<file path="src/hw/rtl/kwl_pkg.sv">
// kwl_pkg: shared constants, types and register codes for the k-weighted loudness meter
// used by every module under hw/rtl
`default_nettype none
package kwl_pkg;
    localparam int SAMPLE_BITS    = 24;
    localparam int COEF_BITS      = 32;
    localparam int COEF_FRAC_BITS = 28;
    localparam int SUM_BITS       = 58;
    localparam int CNT_BITS       = 25;
    localparam int ACC_BITS       = 64;
    localparam int NUM_REGS       = 8;
    localparam int ADDR_BITS      = 5;
    localparam logic [CNT_BITS-1:0] MAX_PAIRS = 25'd16777216;

    localparam logic [2:0] REG_SHELF_NUM0 = 3'd0;
    localparam logic [2:0] REG_SHELF_NUM1 = 3'd1;
    localparam logic [2:0] REG_SHELF_NUM2 = 3'd2;
    localparam logic [2:0] REG_SHELF_DEN1 = 3'd3;
    localparam logic [2:0] REG_SHELF_DEN2 = 3'd4;
    localparam logic [2:0] REG_HP_GAIN    = 3'd5;
    localparam logic [2:0] REG_HP_DEN1    = 3'd6;
    localparam logic [2:0] REG_HP_DEN2    = 3'd7;

    // multiply-accumulate operand selects
    localparam logic [3:0] OP_X0  = 4'd0;  // current input
    localparam logic [3:0] OP_X1  = 4'd1;
    localparam logic [3:0] OP_X2  = 4'd2;
    localparam logic [3:0] OP_S0  = 4'd3;  // shelf output just formed
    localparam logic [3:0] OP_S1  = 4'd4;
    localparam logic [3:0] OP_S2  = 4'd5;
    localparam logic [3:0] OP_H1  = 4'd6;
    localparam logic [3:0] OP_H2  = 4'd7;
    localparam logic [3:0] OP_SQ  = 4'd8;  // square of high-pass output

    typedef logic signed [COEF_BITS-1:0] t_coef;
    typedef logic signed [SAMPLE_BITS-1:0] t_smp;

    typedef struct packed {
        logic       load;      // capture input pair, clear accumulator
        logic       mac;       // accumulate product
        logic       sub;       // subtract instead of add
        logic       dbl;       // product times two
        logic [3:0] op;
        logic [2:0] coef;
        logic       chan;
        logic       fin_s;     // finish shelf output
        logic       fin_h;     // finish high-pass output and shift history
        logic       integ;     // add energy, count pair
        logic       div_start;
        logic       sqrt_start;
        logic       clear;
    } t_cmd;

    typedef struct packed {
        logic last;
        logic div_busy;
        logic sqrt_busy;
    } t_status;
endpackage
`default_nettype wire

</file>
<file path="src/hw/rtl/kwl_ctrl.sv">
// kwl_ctrl: sequencer for the shared multiplier, division and square root
// depends on kwl_pkg
`default_nettype none
module kwl_ctrl import kwl_pkg::*; (
    input  wire         i_clk,
    input  wire         i_rst_n,
    input  wire         i_valid,
    output logic        o_ready,
    output logic        o_valid,
    input  wire         i_ready,
    input  t_status     i_status,
    output t_cmd        o_cmd
);
    localparam logic [2:0] ST_IDLE = 3'd0;
    localparam logic [2:0] ST_RUN  = 3'd1;
    localparam logic [2:0] ST_DIV  = 3'd2;
    localparam logic [2:0] ST_SQRT = 3'd3;
    localparam logic [2:0] ST_OUT  = 3'd4;
    localparam logic [2:0] ST_MEAN = 3'd5;

    // both squares are in the energy register by this step
    localparam logic [4:0] STEP_INTEG = 5'd23;

    logic [2:0] r_state, n_state;
    logic [4:0] r_step, n_step;
    logic       r_wait, n_wait;

    // one channel: 3 shelf ff, 2 shelf fb, 3 hp ff, 2 hp fb, then an idle step
    // while the high-pass output lands; the new shelf output is registered in the
    // cycle after its finish step, so it is the last hp ff operand
    function automatic t_cmd step_cmd(input logic [4:0] s);
        t_cmd c;
        logic [3:0] k;
        c = '0;
        c.chan = (s >= 5'd11);
        k = (s >= 5'd11) ? 4'(s - 5'd11) : s[3:0];
        c.mac = 1'b1;
        case (k)
            4'd0:  begin c.op = OP_X0; c.coef = REG_SHELF_NUM0; end
            4'd1:  begin c.op = OP_X1; c.coef = REG_SHELF_NUM1; end
            4'd2:  begin c.op = OP_X2; c.coef = REG_SHELF_NUM2; end
            4'd3:  begin c.op = OP_S1; c.coef = REG_SHELF_DEN1; c.sub = 1'b1; end
            4'd4:  begin
                c.op = OP_S2; c.coef = REG_SHELF_DEN2; c.sub = 1'b1; c.fin_s = 1'b1;
            end
            4'd5:  begin c.op = OP_S1; c.coef = REG_HP_GAIN; c.sub = 1'b1; c.dbl = 1'b1; end
            4'd6:  begin c.op = OP_S2; c.coef = REG_HP_GAIN; end
            4'd7:  begin c.op = OP_S0; c.coef = REG_HP_GAIN; end
            4'd8:  begin c.op = OP_H1; c.coef = REG_HP_DEN1; c.sub = 1'b1; end
            4'd9:  begin
                c.op = OP_H2; c.coef = REG_HP_DEN2; c.sub = 1'b1; c.fin_h = 1'b1;
            end
            4'd10: begin c.op = OP_SQ; c.mac = 1'b0; end
            default: c.mac = 1'b0;
        endcase
        return c;
    endfunction

    always_comb begin
        n_state = r_state;
        n_step  = r_step;
        n_wait  = 1'b0;
        o_cmd   = '0;
        o_ready = 1'b0;
        o_valid = 1'b0;
        case (r_state)
            ST_IDLE: begin
                o_ready = 1'b1;
                if (i_valid) begin
                    o_cmd.load = 1'b1;
                    n_state = ST_RUN;
                    n_step  = '0;
                end
            end
            ST_RUN: begin
                o_cmd = step_cmd(r_step);
                if (r_step == STEP_INTEG) begin
                    o_cmd.integ = 1'b1;
                    if (i_status.last) begin
                        n_state = ST_MEAN;
                    end else begin
                        n_state = ST_IDLE;
                    end
                end else begin
                    n_step = r_step + 5'd1;
                end
            end
            ST_MEAN: begin
                // sum and count now include the last pair
                o_cmd.div_start = 1'b1;
                n_state = ST_DIV;
                n_wait  = 1'b1;
            end
            ST_DIV: begin
                if (!r_wait && !i_status.div_busy) begin
                    o_cmd.sqrt_start = 1'b1;
                    n_state = ST_SQRT;
                    n_wait  = 1'b1;
                end
            end
            ST_SQRT: begin
                if (!r_wait && !i_status.sqrt_busy) begin
                    n_state = ST_OUT;
                end
            end
            ST_OUT: begin
                o_valid = 1'b1;
                if (i_ready) begin
                    o_cmd.clear = 1'b1;
                    n_state = ST_IDLE;
                end
            end
            default: n_state = ST_IDLE;
        endcase
    end

    always_ff @(posedge i_clk) begin
        if (!i_rst_n) begin
            r_state <= ST_IDLE;
            r_step  <= '0;
            r_wait  <= 1'b0;
        end else begin
            r_state <= n_state;
            r_step  <= n_step;
            r_wait  <= n_wait;
        end
    end
endmodule
`default_nettype wire

</file>
<file path="config.mk">
export PLATFORM = sky130hd
export DESIGN_NAME = kwl_ctrl
export DESIGN_NICKNAME = d
export VERILOG_FILES = /design/src/hw/rtl/kwl_pkg.sv /design/src/hw/rtl/kwl_ctrl.sv
export SDC_FILE = /design/constraint.sdc
export NUM_CORES = 1
export LEC_CHECK = 0
export BUFFER_PORTS_ARGS = -buffer_cell sky130_fd_sc_hd__buf_2
export CAP_MARGIN = 20
export CORE_MARGIN = 1.5
export CORE_UTILIZATION = 45
export CTS_CLUSTER_SIZE = 16
export DETAILED_ROUTE_END_ITERATION = 7
export PLACE_DENSITY = 0.75
export SLEW_MARGIN = 0
export SYNTH_ARGS = -nofsm -noshare
export SYNTH_HDL_FRONTEND = slang
export SYNTH_SLANG_ARGS = --single-unit
</file>
<file path="constraint.sdc">
create_clock -name i_clk -period 2.18 [get_ports i_clk]
set_input_delay 0.218 -clock i_clk [delete_from_list [all_inputs] [get_ports i_clk]]
set_output_delay 0.218 -clock i_clk [all_outputs]
set_load 0.05 [all_outputs]
</file>
==> flow_summary_export.csv, run 1 <==
group,metric,value,unit
clock_network,clk_path_buf_depth,2,
clock_network,ctsHoldBuffers,0,
yosys,synthesis.area,860,µm²
placed_design,gp_congestion,0.797,
yosys,ys_ff_latch,9,
floorplan,io_pins,27,
yosys,syn-num-nets,123,
placed_design,io_buffers,26,
global_route,antenna_found_initial,0,
status,status,"stopped before the end",
floorplan,placementRows,15,
yosys,synth.yosys.warnings,0,
yosys,synth_cell_types,47,
floorplan,initial_core_util,0.487,
status,haltStage,"5_1_grt",
yosys,avgSynthCellArea,7.47,µm²
yosys,synthCells,115,
status,stop_error,"[ERROR DPL-0033] detailed placement checks failed during check placement.",
sta,worstEndpointType,"output port",
floorplan,die_h,46.7,µm
placed_design,dpl.hpwl,2090,µm
clock_network,htreeDepth,1,
sta,postGrtWorstEndpoint,"o_cmd[12]",
clock_network,numCtsBuffers,3,
floorplan,die_width,46.7,µm
clock_network,cts_sinks,9,
global_route,grt_max_degree,17,
yosys,ys_seq_area_frac,0.210,
clock_network,root_buffer,"clkbuf_4",
==> synth_stat cells, drive strengths merged <==
cell / count / area [µm²]
buf: 9 / 56.3
nand2: 6 / 22.5
nor2: 10 / 37.5
a2bb2oi: 1 / 8.76
o21a: 2 / 15.0
or3: 2 / 12.5
and3b: 1 / 8.76
nand3b: 2 / 15.0
nand2b: 4 / 25.0
inv: 4 / 15.0
or3b: 1 / 8.76
o211ai: 2 / 20.0
nor2b: 3 / 18.8
a31oi: 2 / 12.5
o22ai: 1 / 6.26
nor3: 5 / 25.0
ha: 1 / 12.5
and4b: 1 / 10.0
o31a: 1 / 8.76
nand4b: 2 / 17.5
a21o: 1 / 7.51
o21ai: 5 / 32.5
clkbuf: 1 / 3.75
nor3b: 3 / 22.5
xor2: 2 / 17.5
a21boi: 1 / 7.51
nor4b: 1 / 8.76
dfxtp: 9 / 180
o31ai: 1 / 7.51
a211oi: 1 / 12.5
o21bai: 1 / 7.51
a211o: 2 / 17.5
or2: 1 / 6.26
and2: 2 / 12.5
nand4: 2 / 12.5
or4b: 2 / 20.0
nand3: 2 / 10.0
o32ai: 2 / 17.5
a21oi: 10 / 50.1
mux2i: 1 / 10.0
xnor2: 2 / 17.5
o2bb2ai: 1 / 8.76
nor4: 2 / 12.5
==> metrics by stage <==
| step | utilization | instance area, µm² | std cells | setup slack, ns |
|---|---|---|---|---|
| after CTS | 0.945 | 1670 | 199 | -0.263 |
| after detailed placement | 0.811 | 1430 | 187 | -0.189 |
| after global placement | 0.811 | 1430 | 187 | -0.101 |
| after floorplan | - | 1100 | 115 | -0.253 |
==> logic make-up after synthesis <==
| logic type | count (synthesis) | share of synthesized area |
|---|---|---|
| fa+ha+maj | 1 | 0.0146 |
| xor+xnor | 4 | 0.0408 |
| compound gates | 34 | 0.279 |
| simple gates | 52 | 0.357 |
| buf+inv | 14 | 0.0873 |
| mux | 1 | 0.0116 |
| flops | 9 | 0.210 |
==> what timing repair did <==
| action | CTS |
|---|---|
| pin swaps | 12 |
| hold endpoints to repair | 0 |
| setup endpoints to repair | 12 |
| resized for setup | 38 |
| buffers inserted | 8 |
==> run 2: changes to the inputs <==
Settings changed: CORE_AREA set to 2 2 63 65, CORE_MARGIN 1.5 to unset, CORE_UTILIZATION 45 to unset, CTS_CLUSTER_SIZE 16 to unset, DIE_AREA set to 0 0 65 67, PLACE_DENSITY 0.75 to unset, PLACE_DENSITY_LB_ADDON set to 0.15.
Clock period 2.18 ns to 2.8 ns, I/O delays scaled along.
==> run 2 against run 1 <==
  * The flow now finishes without violations
  * Synthesized cell count did not move
  * Area after synthesis did not move
==> flow_summary_export.csv, run 2 <==
group,metric,value,unit
placed_design,gp_congestion,0.802,
pwr,finalPower,0.354,mW
global_route,antenna_found_initial,0,
final_layout,most-common-layout-cells,"25 x buf_2, 10 x a21oi_1, 10 x nor2_1, 9 x dfxtp_1",
final_layout,final_cells,188,
yosys,yosys.area.top_type_share,0.210,
floorplan,initial_core_util,0.238,
hold_path,holdPathStages,2,
sta,final.setup_skew,0.00309,ns
global_route,grtUsageTotal,0.100,
status,status,"complete, no violations",
floorplan,die_h,67,µm
yosys,synthCells,115,
yosys,ys_seq_area_frac,0.210,
detailed_routing,wl_per_cell,11.7,µm
final_layout,top_regs,"r_step (5), r_state (3), r_wait (1)",
pwr,p_leak,0.463,nW
yosys,synth.area.top_cells,"dfxtp_1 21%, a21oi_1 5.8%, nor2_1 4.4%",
setup_path,rr_startpoint,"r_state[0]",
final_layout,area_growth,30.6,%
final_layout,diodes,0,
final_layout,finalNetCount,149,
placed_design,dpl.hpwl,1690,µm
setup_path,r2r_end,"r_step[3]",
detailed_routing,dr.pass1.iters,4,
detailed_routing,remaining_drc_errors,0,
clock_network,numCtsBuffers,3,
sta,fmax,375,MHz
yosys,synthesis.area,860,µm²
floorplan,io_pins,27,
floorplan,placementRows,22,
final_layout,layout.cells.most_common,"buf_2",
hold_path,worst_hold_startpoint,"i_rst_n",
yosys,synth_area_leader_cell,"dfxtp_1",
sta,finalHoldViolations,0,
pwr,power_density,315,mW/mm²
sta,setup_viol,0,
global_route,grt-ovfl-total,0,
setup_path,path_max_fanout,10,
setup_path,startpoint_type,"flip-flop",
yosys,ys_ff_latch,9,
yosys,synth_top_family_by_area,"simple AND/OR/NAND/NOR gates",
yosys,synth_edf_count,0,
detailed_routing,wl,2200,µm
setup_path,required,2.52,ns
detailed_routing,drt_iter0_markers,28,
yosys,syn-num-nets,123,
yosys,synth_cell_types,47,
clock_network,cts_sinks,9,
placed_design,io_buffers,26,
floorplan,die_area,0.00436,mm²
detailed_routing,vias_per_cell,4.73,
sta,timing.final.crit_share,0.952,
yosys,synth.yosys.warnings,0,
clock_network,clkLatencyLatePin,0.23,ns
yosys,synth-simple-area-share,0.357,
clock_network,ctsHoldBuffers,0,
final_layout,layout-drive-gt1-share,0.350,
run,max-cap-violations,0,
yosys,yosys_most_used_dff,"dfxtp_1",
clock_network,clkSlewWorstSetupHoldPaths,0.05,ns
floorplan,core,0.00361,mm²
floorplan,die_width,65,µm
global_route,grt_pass1_wl,3630,µm
setup_path,critPathKind,"reg -> out",
pwr,irDropWorstVdd,0.236,mV
sta,drv_slew,0,
placed_design,place_inst,184,
yosys,synthArstFlopShare,0,
yosys,synth_xor_area_frac,0.0408,
clock_network,cts_tree,"yes",
setup_path,cp.arrival,2.38,ns
setup_path,endpoint_kind,"output pin",
hold_path,hold_end,"r_state[2]",
global_route,grt_max_degree,18,
setup_path,r2r_slack,0.84,ns
sta,rsz0062_at_grt,"no",
sta,worstMarginPinSlew,0.437,ns
final_layout,largest_register_ffs,5,
final_layout,regMostFlops,"r_step",
yosys,synthMuxAreaShare,0.0116,
yosys,synth_adder_area_share,0.0146,
sta,post-route-min-period,2.66,ns
clock_network,root_buffer,"clkbuf_8",
yosys,synthTopCellsByCount,"10 x a21oi_1, 10 x nor2_1, 9 x dfxtp_1",
hold_path,hold_path.class,"in -> reg",
clock_network,clk_path_buf_depth,2,
yosys,synth_compound_area_frac,0.279,
detailed_routing,drtAntennaViolNets,0,
clock_network,htreeDepth,1,
yosys,avgSynthCellArea,7.47,µm²
sta,relSlewSlack,0.708,
setup_path,r2r_cells,5,
detailed_routing,vias,890,
global_route,grt_pass1_vias,808,
## run 2: how the worst max path moves through the flow
stage                 to  slack [ns]  depth (start not counted)  startpoint
2_1_floorplan  o_cmd[14]       -0.03                          7   r_step[0]
3_3_place_gp   o_cmd[12]        0.26                          7   r_step[0]
3_5_place_dp   o_cmd[12]        0.25                          7   r_step[0]
4_1_cts        o_cmd[12]        0.01                          7   r_step[0]
5_1_grt        o_cmd[12]        0.02                          7   r_step[0]
6_report       o_cmd[12]        0.14                          7   r_step[0]
## run 2: cells by family after synthesis
| logic type | count (synthesis) |
|---|---|
| adder cells (fa/ha/maj) | 1 |
| AND/OR/NAND/NOR | 52 |
| XOR/XNOR | 4 |
| AO/OA/AOI/OAI | 34 |
| buffers and inverters | 14 |
| multiplexers | 1 |
| flip-flops | 9 |
## run 2: metal layers
layer / GRT usage / vias up / wire length, µm
li1: - / 474 / -
met1: 0.140 / 394 / 1140
met2: 0.164 / 22 / 954
met3: 0.0118 / 0 / 107
met4: 0.0239 / 0 / 0
met5: 0 / - / 0
## run 2: through the flow
stage / setup slack (ns) / instance area, µm² / util / hold slack (ns) / setup TNS, ns
global placement: 0.261 / 1060 / 0.294 / 0.596 / 0
detailed placement: 0.250 / 1060 / 0.294 / 0.590 / 0
floorplan: -0.0322 / 892 / - / 0.398 / -0.0643
finish: 0.135 / 1120 / 0.311 / 0.352 / 0
CTS: 0.0124 / 1100 / 0.306 / 0.351 / 0
global route: 0.0150 / 1120 / 0.311 / 0.372 / 0
## run 2: critical path, cell delays in order (launching register included)
cell,delay [ns]
dfxtp_1,0.37
ha_2,0.27
a211o_1,0.27
a211oi_2,0.29
nor2_1,0.09
or4b_1,0.54
o211ai_2,0.09
clkbuf_4,0.25
## run 2: repair_timing
item	in CTS	in global routing
setup endpoints to repair	0	3
setup buffers	0	0
resized for setup	0	5
## run 2: area by class of cell
| type | instances | area [µm²] |
|---|---|---|
| fillers | 399 | 2480 |
| multi-input cells | 92 | 652 |
| flip-flops and latches | 9 | 180 |
| repair buffers | 31 | 170 |
| well taps | 48 | 60.1 |
| clock buffers | 4 | 45.0 |
| inverters | 4 | 15.0 |
## run 2: power breakdown
part	switching [mW]	internal [mW]
clock	0.0496	0.0991
combinational	0.0460	0.0229
sequential	0.00515	0.131
Note: power is estimated with default switching activity, not from simulation.
==> run 3: changes to the inputs <==
Settings changed: BUFFER_PORTS_ARGS -buffer_cell sky130_fd_sc_hd__buf_2 to -buffer_cell sky130_fd_sc_hd__buf_4, CTS_CLUSTER_SIZE set to 20.
==> run 3 against run 2 <==
  * Clock power is essentially flat
  * First-iteration DRC count up 46%
  * Highest routed layer is now met4
  * Largest power group unchanged
  * Largest cell class unchanged
  * Critical endpoint unchanged
  * Power is 1.8% higher
==> flow_summary_export.csv, run 3 (synthesis gave the netlist of run 2 again) <==
group,metric,value,unit
status,status,"complete, no violations",
clock_network,htreeDepth,1,
setup_path,critical-path-slowest-cell,"or4b_1",
floorplan,die_area,0.00436,mm²
setup_path,cp_slowest_stage_delay,0.49,ns
setup_path,cp.arrival,2.41,ns
global_route,grt_pass1_wl,4000,µm
global_route,grt_max_degree,18,
sta,whs,0.329,ns
detailed_routing,remaining_drc_errors,0,
pwr,finalPower,0.360,mW
placed_design,place_inst,183,
final_layout,finalNetCount,148,
placed_design,dpl_cell_area,0.00112,mm²
detailed_routing,dr.pass1.iters,4,
sta,rsz0062_at_grt,"no",
pwr,internal-power,0.257,mW
detailed_routing,wl,2340,µm
clock_network,clk_path_buf_depth,2,
clock_network,ctsHoldBuffers,0,
pwr,p_leak,0.470,nW
global_route,grt_pass1_vias,839,
pwr,clkPwrFrac,0.415,
final_layout,top_regs,"r_step (5), r_state (3), r_wait (1)",
sta,timing.final.crit_share,0.961,
detailed_routing,vias,908,
floorplan,core,0.00361,mm²
sta,finalHoldViolations,0,
sta,setup_tns,0,ns
sta,final.setup_skew,0.00110,ns
setup_path,required,2.52,ns
clock_network,cts_tree,"yes",
sta,drv_slew,0,
pwr,p_sw_frac,0.286,
clock_network,cts_sinks,9,
pwr,irDropWorstVdd,0.244,mV
floorplan,initial_core_util,0.238,
sta,setup_viol,0,
setup_path,path_max_fanout,10,
run,max-cap-violations,0,
final_layout,final_cells,187,
placed_design,io_buffers,26,
final_layout,most-common-layout-cells,"29 x buf_4, 10 x a21oi_1, 10 x nor2_1, 9 x dfxtp_1, 5 x nand2_1",
placed_design,dpl.hpwl,1780,µm
clock_network,numCtsBuffers,3,
clock_network,root_buffer,"clkbuf_8",
clock_network,postCtsSetupBuffers,0,
global_route,grt-ovfl-total,0,
placed_design,gp_congestion,0.778,
pwr,comb_power_share,0.205,
detailed_routing,vias_per_cell,4.86,
sta,post-route-min-period,2.69,ns
final_layout,layout.cells.most_common,"buf_4",
detailed_routing,drtAntennaViolNets,0,
final_layout,largest_register_ffs,5,
pwr,switching_power,0.103,mW
detailed_routing,drt_iter0_markers,41,
pwr,p_seq_frac,0.380,
setup_path,endpoint_kind,"output pin",
global_route,grtUsageTotal,0.116,
setup_path,path_delay_family,"simple AND/OR/NAND/NOR gates",
floorplan,placementRows,22,
sta,worstMarginPinSlew,0.526,ns
hold_path,hold_path.class,"in -> reg",
final_layout,area_growth,37.1,%
setup_path,critPathKind,"reg -> out",
floorplan,die_h,67,µm
setup_path,cp_cell_sequence,"ha_2, o31a_1, or3_1, o21ai_4, or4b_1, o211ai_2, buf_6",
final_layout,final_cell_area,0.00118,mm²
setup_path,startpoint_type,"flip-flop",
clock_network,clkSlewWorstSetupHoldPaths,0.05,ns
final_layout,diodes,0,
final_layout,layout-drive-gt1-share,0.331,
global_route,antenna_found_initial,0,
final_layout,regMostFlops,"r_step",
sta,relSlewSlack,0.639,
floorplan,die_width,65,µm
clock_network,clkLatencyLatePin,0.23,ns
sta,fmax,371,MHz
detailed_routing,wl_per_cell,12.5,µm
pwr,power_density,306,mW/mm²
setup_path,crit_buf_inv,1,
floorplan,io_pins,27,
==> run 3: cell types whose count changed in the layout (fill, tap and decap cells not counted), sizes merged <==
cell,delta
clkbuf,-1
==> run 3: final timing paths <==
check	from	to	slack, ns	cells after the start
max reg2reg	r_state[0]	r_step[3]	0.83	5
max	r_step[0]	o_cmd[12]	0.11	7
min	i_rst_n	r_state[2]	0.33	2
min reg2reg	r_wait	r_wait	0.62	2
==> run 3: per-layer routing <==
layer,GRT usage,vias to the layer above,share of wire
li1,-,468,-
met1,0.156,416,0.50
met2,0.188,22,0.44
met3,0.0220,2,0.051
met4,0.0319,0,0.0056
met5,0,-,0
==> run 3: stage by stage <==
stage	worst slack (ns)	util
2_1_floorplan	-0.0322	-
3_3_place_gp	0.250	0.310
3_5_place_dp	0.249	0.310
4_1_cts	0.0759	0.325
5_1_grt	0.00556	0.327
6_report	0.108	0.327
==> run 3: worst register-to-register path, stage by stage (launching register included) <==
cell and delay, ns:
dfxtp_1 0.50, or3b_2 0.70, o21ai_2 0.30, nand4_1 0.14, xor2_1 0.17, nor2_1 0.10
==> run 3: cell type report <==
class                   count  area [µm²]
clock buffers               4        45.0
fillers                   402        2430
inverters                   4        15.0
multi-input cells          92         649
flip-flops and latches      9         180
well taps                  48        60.1
repair buffers             30         229
==> run 3: what timing repair did <==
item                       in CTS  in global routing
pin swaps                       0                  0
setup endpoints to repair       1                  2
resized for setup               2                  2
==> run 3: power by group through the flow <==
stage | Clock, mW | Combinational (mW) | Sequential (mW)
after floorplan | 0 | 0.0525 | 0.136
after global placement | 0 | 0.0733 | 0.138
after detailed placement | 0 | 0.0732 | 0.139
after CTS | 0.156 | 0.0745 | 0.137
after global routing | 0.163 | 0.0808 | 0.138
final | 0.149 | 0.0738 | 0.137
==> run 4: changes to the inputs <==
--- a/config.mk
+++ b/config.mk
@@ -14,2 +14,3 @@
 export PLACE_DENSITY_LB_ADDON = 0.15
+export RECOVER_POWER = 100
 export SLEW_MARGIN = 0
==> constraint.sdc (replaced) <==
create_clock -name i_clk -period 2.8 [get_ports i_clk]
set_input_delay 0.14 -clock i_clk [delete_from_list [all_inputs] [get_ports i_clk]]
set_output_delay 0.14 -clock i_clk [all_outputs]
set_load 0.05 [all_outputs]
==> run 4 against run 3 <==
  * Clock-buffer cell count unchanged
  * Wire length decreased by 5.5%
  * First-iteration DRC count increased by 7.3%
  * Clock skew increased by 0.00054 ns
  * Die area unchanged
  * Via count increased by 0.11%
  * Final cell count decreased by 1.1%
  * Flip-flop and latch count unchanged
  * Register-to-register slack got worse by 0.15 ns
  * Sequential share of layout area increased by 0.78 points
  * Critical path type unchanged
  * Critical endpoint unchanged
==> flow_summary_export.csv, run 4 (synthesis gave the netlist of run 2 again) <==
group,metric,value,unit
floorplan,die_h,67,µm
clock_network,cts_tree,"yes",
floorplan,initial_core_util,0.238,
status,status,"complete, no violations",
setup_path,r2r_slack,0.68,ns
global_route,grt_pass1_vias,791,
setup_path,rr_startpoint,"r_state[0]",
final_layout,layout.cells.most_common,"buf_4",
final_layout,layout-drive-gt1-share,0.248,
setup_path,critPathKind,"reg -> out",
floorplan,core,0.00361,mm²
detailed_routing,vias,909,
detailed_routing,dr.pass1.iters,4,
clock_network,cts_sinks,9,
floorplan,placementRows,22,
hold_path,holdPathStages,2,
sta,worstMarginPinSlew,0.598,ns
sta,relSlewSlack,0.603,
clock_network,htreeDepth,1,
final_layout,final_core_util,0.311,
setup_path,cp.arrival,2.52,ns
sta,final.setup_skew,0.00164,ns
global_route,grt-ovfl-total,0,
final_layout,most-common-layout-cells,"19 x buf_4, 10 x a21oi_1, 10 x clkbuf_1, 9 x nor2_1, 9 x dfxtp_1",
setup_path,startpoint_type,"flip-flop",
clock_network,clk_path_buf_depth,2,
detailed_routing,remaining_drc_errors,0,
detailed_routing,vias_per_cell,4.91,
placed_design,io_buffers,26,
pwr,irDropWorstVdd,0.173,mV
clock_network,postCtsSetupBuffers,0,
sta,timing.final.crit_share,0.949,
setup_path,path_max_fanout,12,
placed_design,dpl.hpwl,1700,µm
hold_path,hold_path.class,"in -> reg",
global_route,antenna_found_initial,0,
sta,finalHoldViolations,0,
pwr,finalPower,0.353,mW
detailed_routing,wl_per_cell,11.9,µm
final_layout,top_regs,"r_step (5), r_state (3), r_wait (1)",
sta,setup_viol,0,
setup_path,r2r_end,"r_step[3]",
sta,post-route-min-period,2.66,ns
sta,drv_slew,0,
pwr,power_density,315,mW/mm²
floorplan,die_area,0.00436,mm²
floorplan,die_width,65,µm
detailed_routing,drt_iter0_markers,44,
clock_network,ctsHoldBuffers,0,
hold_path,worst_hold_startpoint,"i_rst_n",
setup_path,endpoint_kind,"output pin",
detailed_routing,wl,2210,µm
global_route,grt_max_degree,18,
floorplan,io_pins,27,
global_route,grtUsageTotal,0.104,
placed_design,gp_congestion,0.795,
setup_path,required,2.66,ns
setup_path,r2r_cells,5,
final_layout,regMostFlops,"r_step",
final_layout,diodes,0,
detailed_routing,drtAntennaViolNets,0,
final_layout,area_growth,30.4,%
pwr,p_leak,0.415,nW
final_layout,finalNetCount,146,
final_layout,nFillCells,404,
hold_path,hold_end,"r_state[2]",
clock_network,clkLatencyLatePin,0.23,ns
global_route,grt_pass1_wl,3590,µm
final_layout,largest_register_ffs,5,
run,max-cap-violations,0,
sta,fmax,376,MHz
clock_network,root_buffer,"clkbuf_8",
clock_network,clkSlewWorstSetupHoldPaths,0.04,ns
clock_network,numCtsBuffers,3,
run 4: cell count changes in the layout (fill, tap and decap cells not counted), sizes merged:
cell / before / now
buf: 30 / 19
clkbuf: 4 / 13
run 4: power breakdown:
| group | leakage (nW) | total [mW] | internal [mW] | switching, mW |
|---|---|---|---|---|
| clock | 0.0228 | 0.147 | 0.0989 | 0.0485 |
| combinational | 0.319 | 0.0686 | 0.0235 | 0.0451 |
| sequential | 0.0730 | 0.137 | 0.131 | 0.00541 |
| total | 0.415 | 0.353 | 0.254 | 0.0990 |
run 4: layer usage:
layer / up-vias / global-route usage / share of wire
li1: 470 / - / -
met1: 409 / 0.134 / 0.48
met2: 26 / 0.166 / 0.45
met3: 4 / 0.0169 / 0.048
met4: 0 / 0.0559 / 0.018
met5: - / 0 / 0
run 4: what timing repair did:
action                                  CTS  global route
hold endpoints to repair                  0             0
gates resized for setup                   0             4
endpoints found under the setup margin    0            10
run 4: worst max path at each step:
stage | startpoint | end | cells past startpoint
final | r_step[0] | o_cmd[12] | 7
after detailed placement | r_step[0] | o_cmd[12] | 7
after floorplan | r_step[0] | o_cmd[8] | 8
after global routing | r_step[0] | o_cmd[12] | 7
after global placement | r_step[0] | o_cmd[12] | 7
after CTS | r_step[0] | o_cmd[12] | 7
run 4: metrics by stage:
step           area [µm²]  std cells  setup WS [ns]  setup TNS (ns)  hold slack, ns
2_1_floorplan         887        115         0.0545               0           0.258
6_report             1120        185          0.141               0           0.177
3_5_place_dp         1100        181          0.298               0           0.417
5_1_grt              1120        185        -0.0302         -0.0302           0.189
4_1_cts              1140        185         0.0531               0           0.178
3_3_place_gp         1100        181          0.373               0           0.420
run 4: final cells by class:
class / count / area, µm² / area share
inverters: 4 / 15.0 / 0.0134
well taps: 48 / 60.1 / 0.0536
multi-input cells: 92 / 644 / 0.575
repair buffers: 28 / 176 / 0.157
flip-flops and latches: 9 / 180 / 0.161
clock buffers: 4 / 45.0 / 0.0402
run 4: critical path: stages, from the launching register on:
cell and delay (ns):
dfxtp_1 0.38, ha_2 0.28, a211o_1 0.28, a211oi_2 0.31, nor2_2 0.16, or4b_1 0.57, o211ai_2 0.09, buf_4 0.22
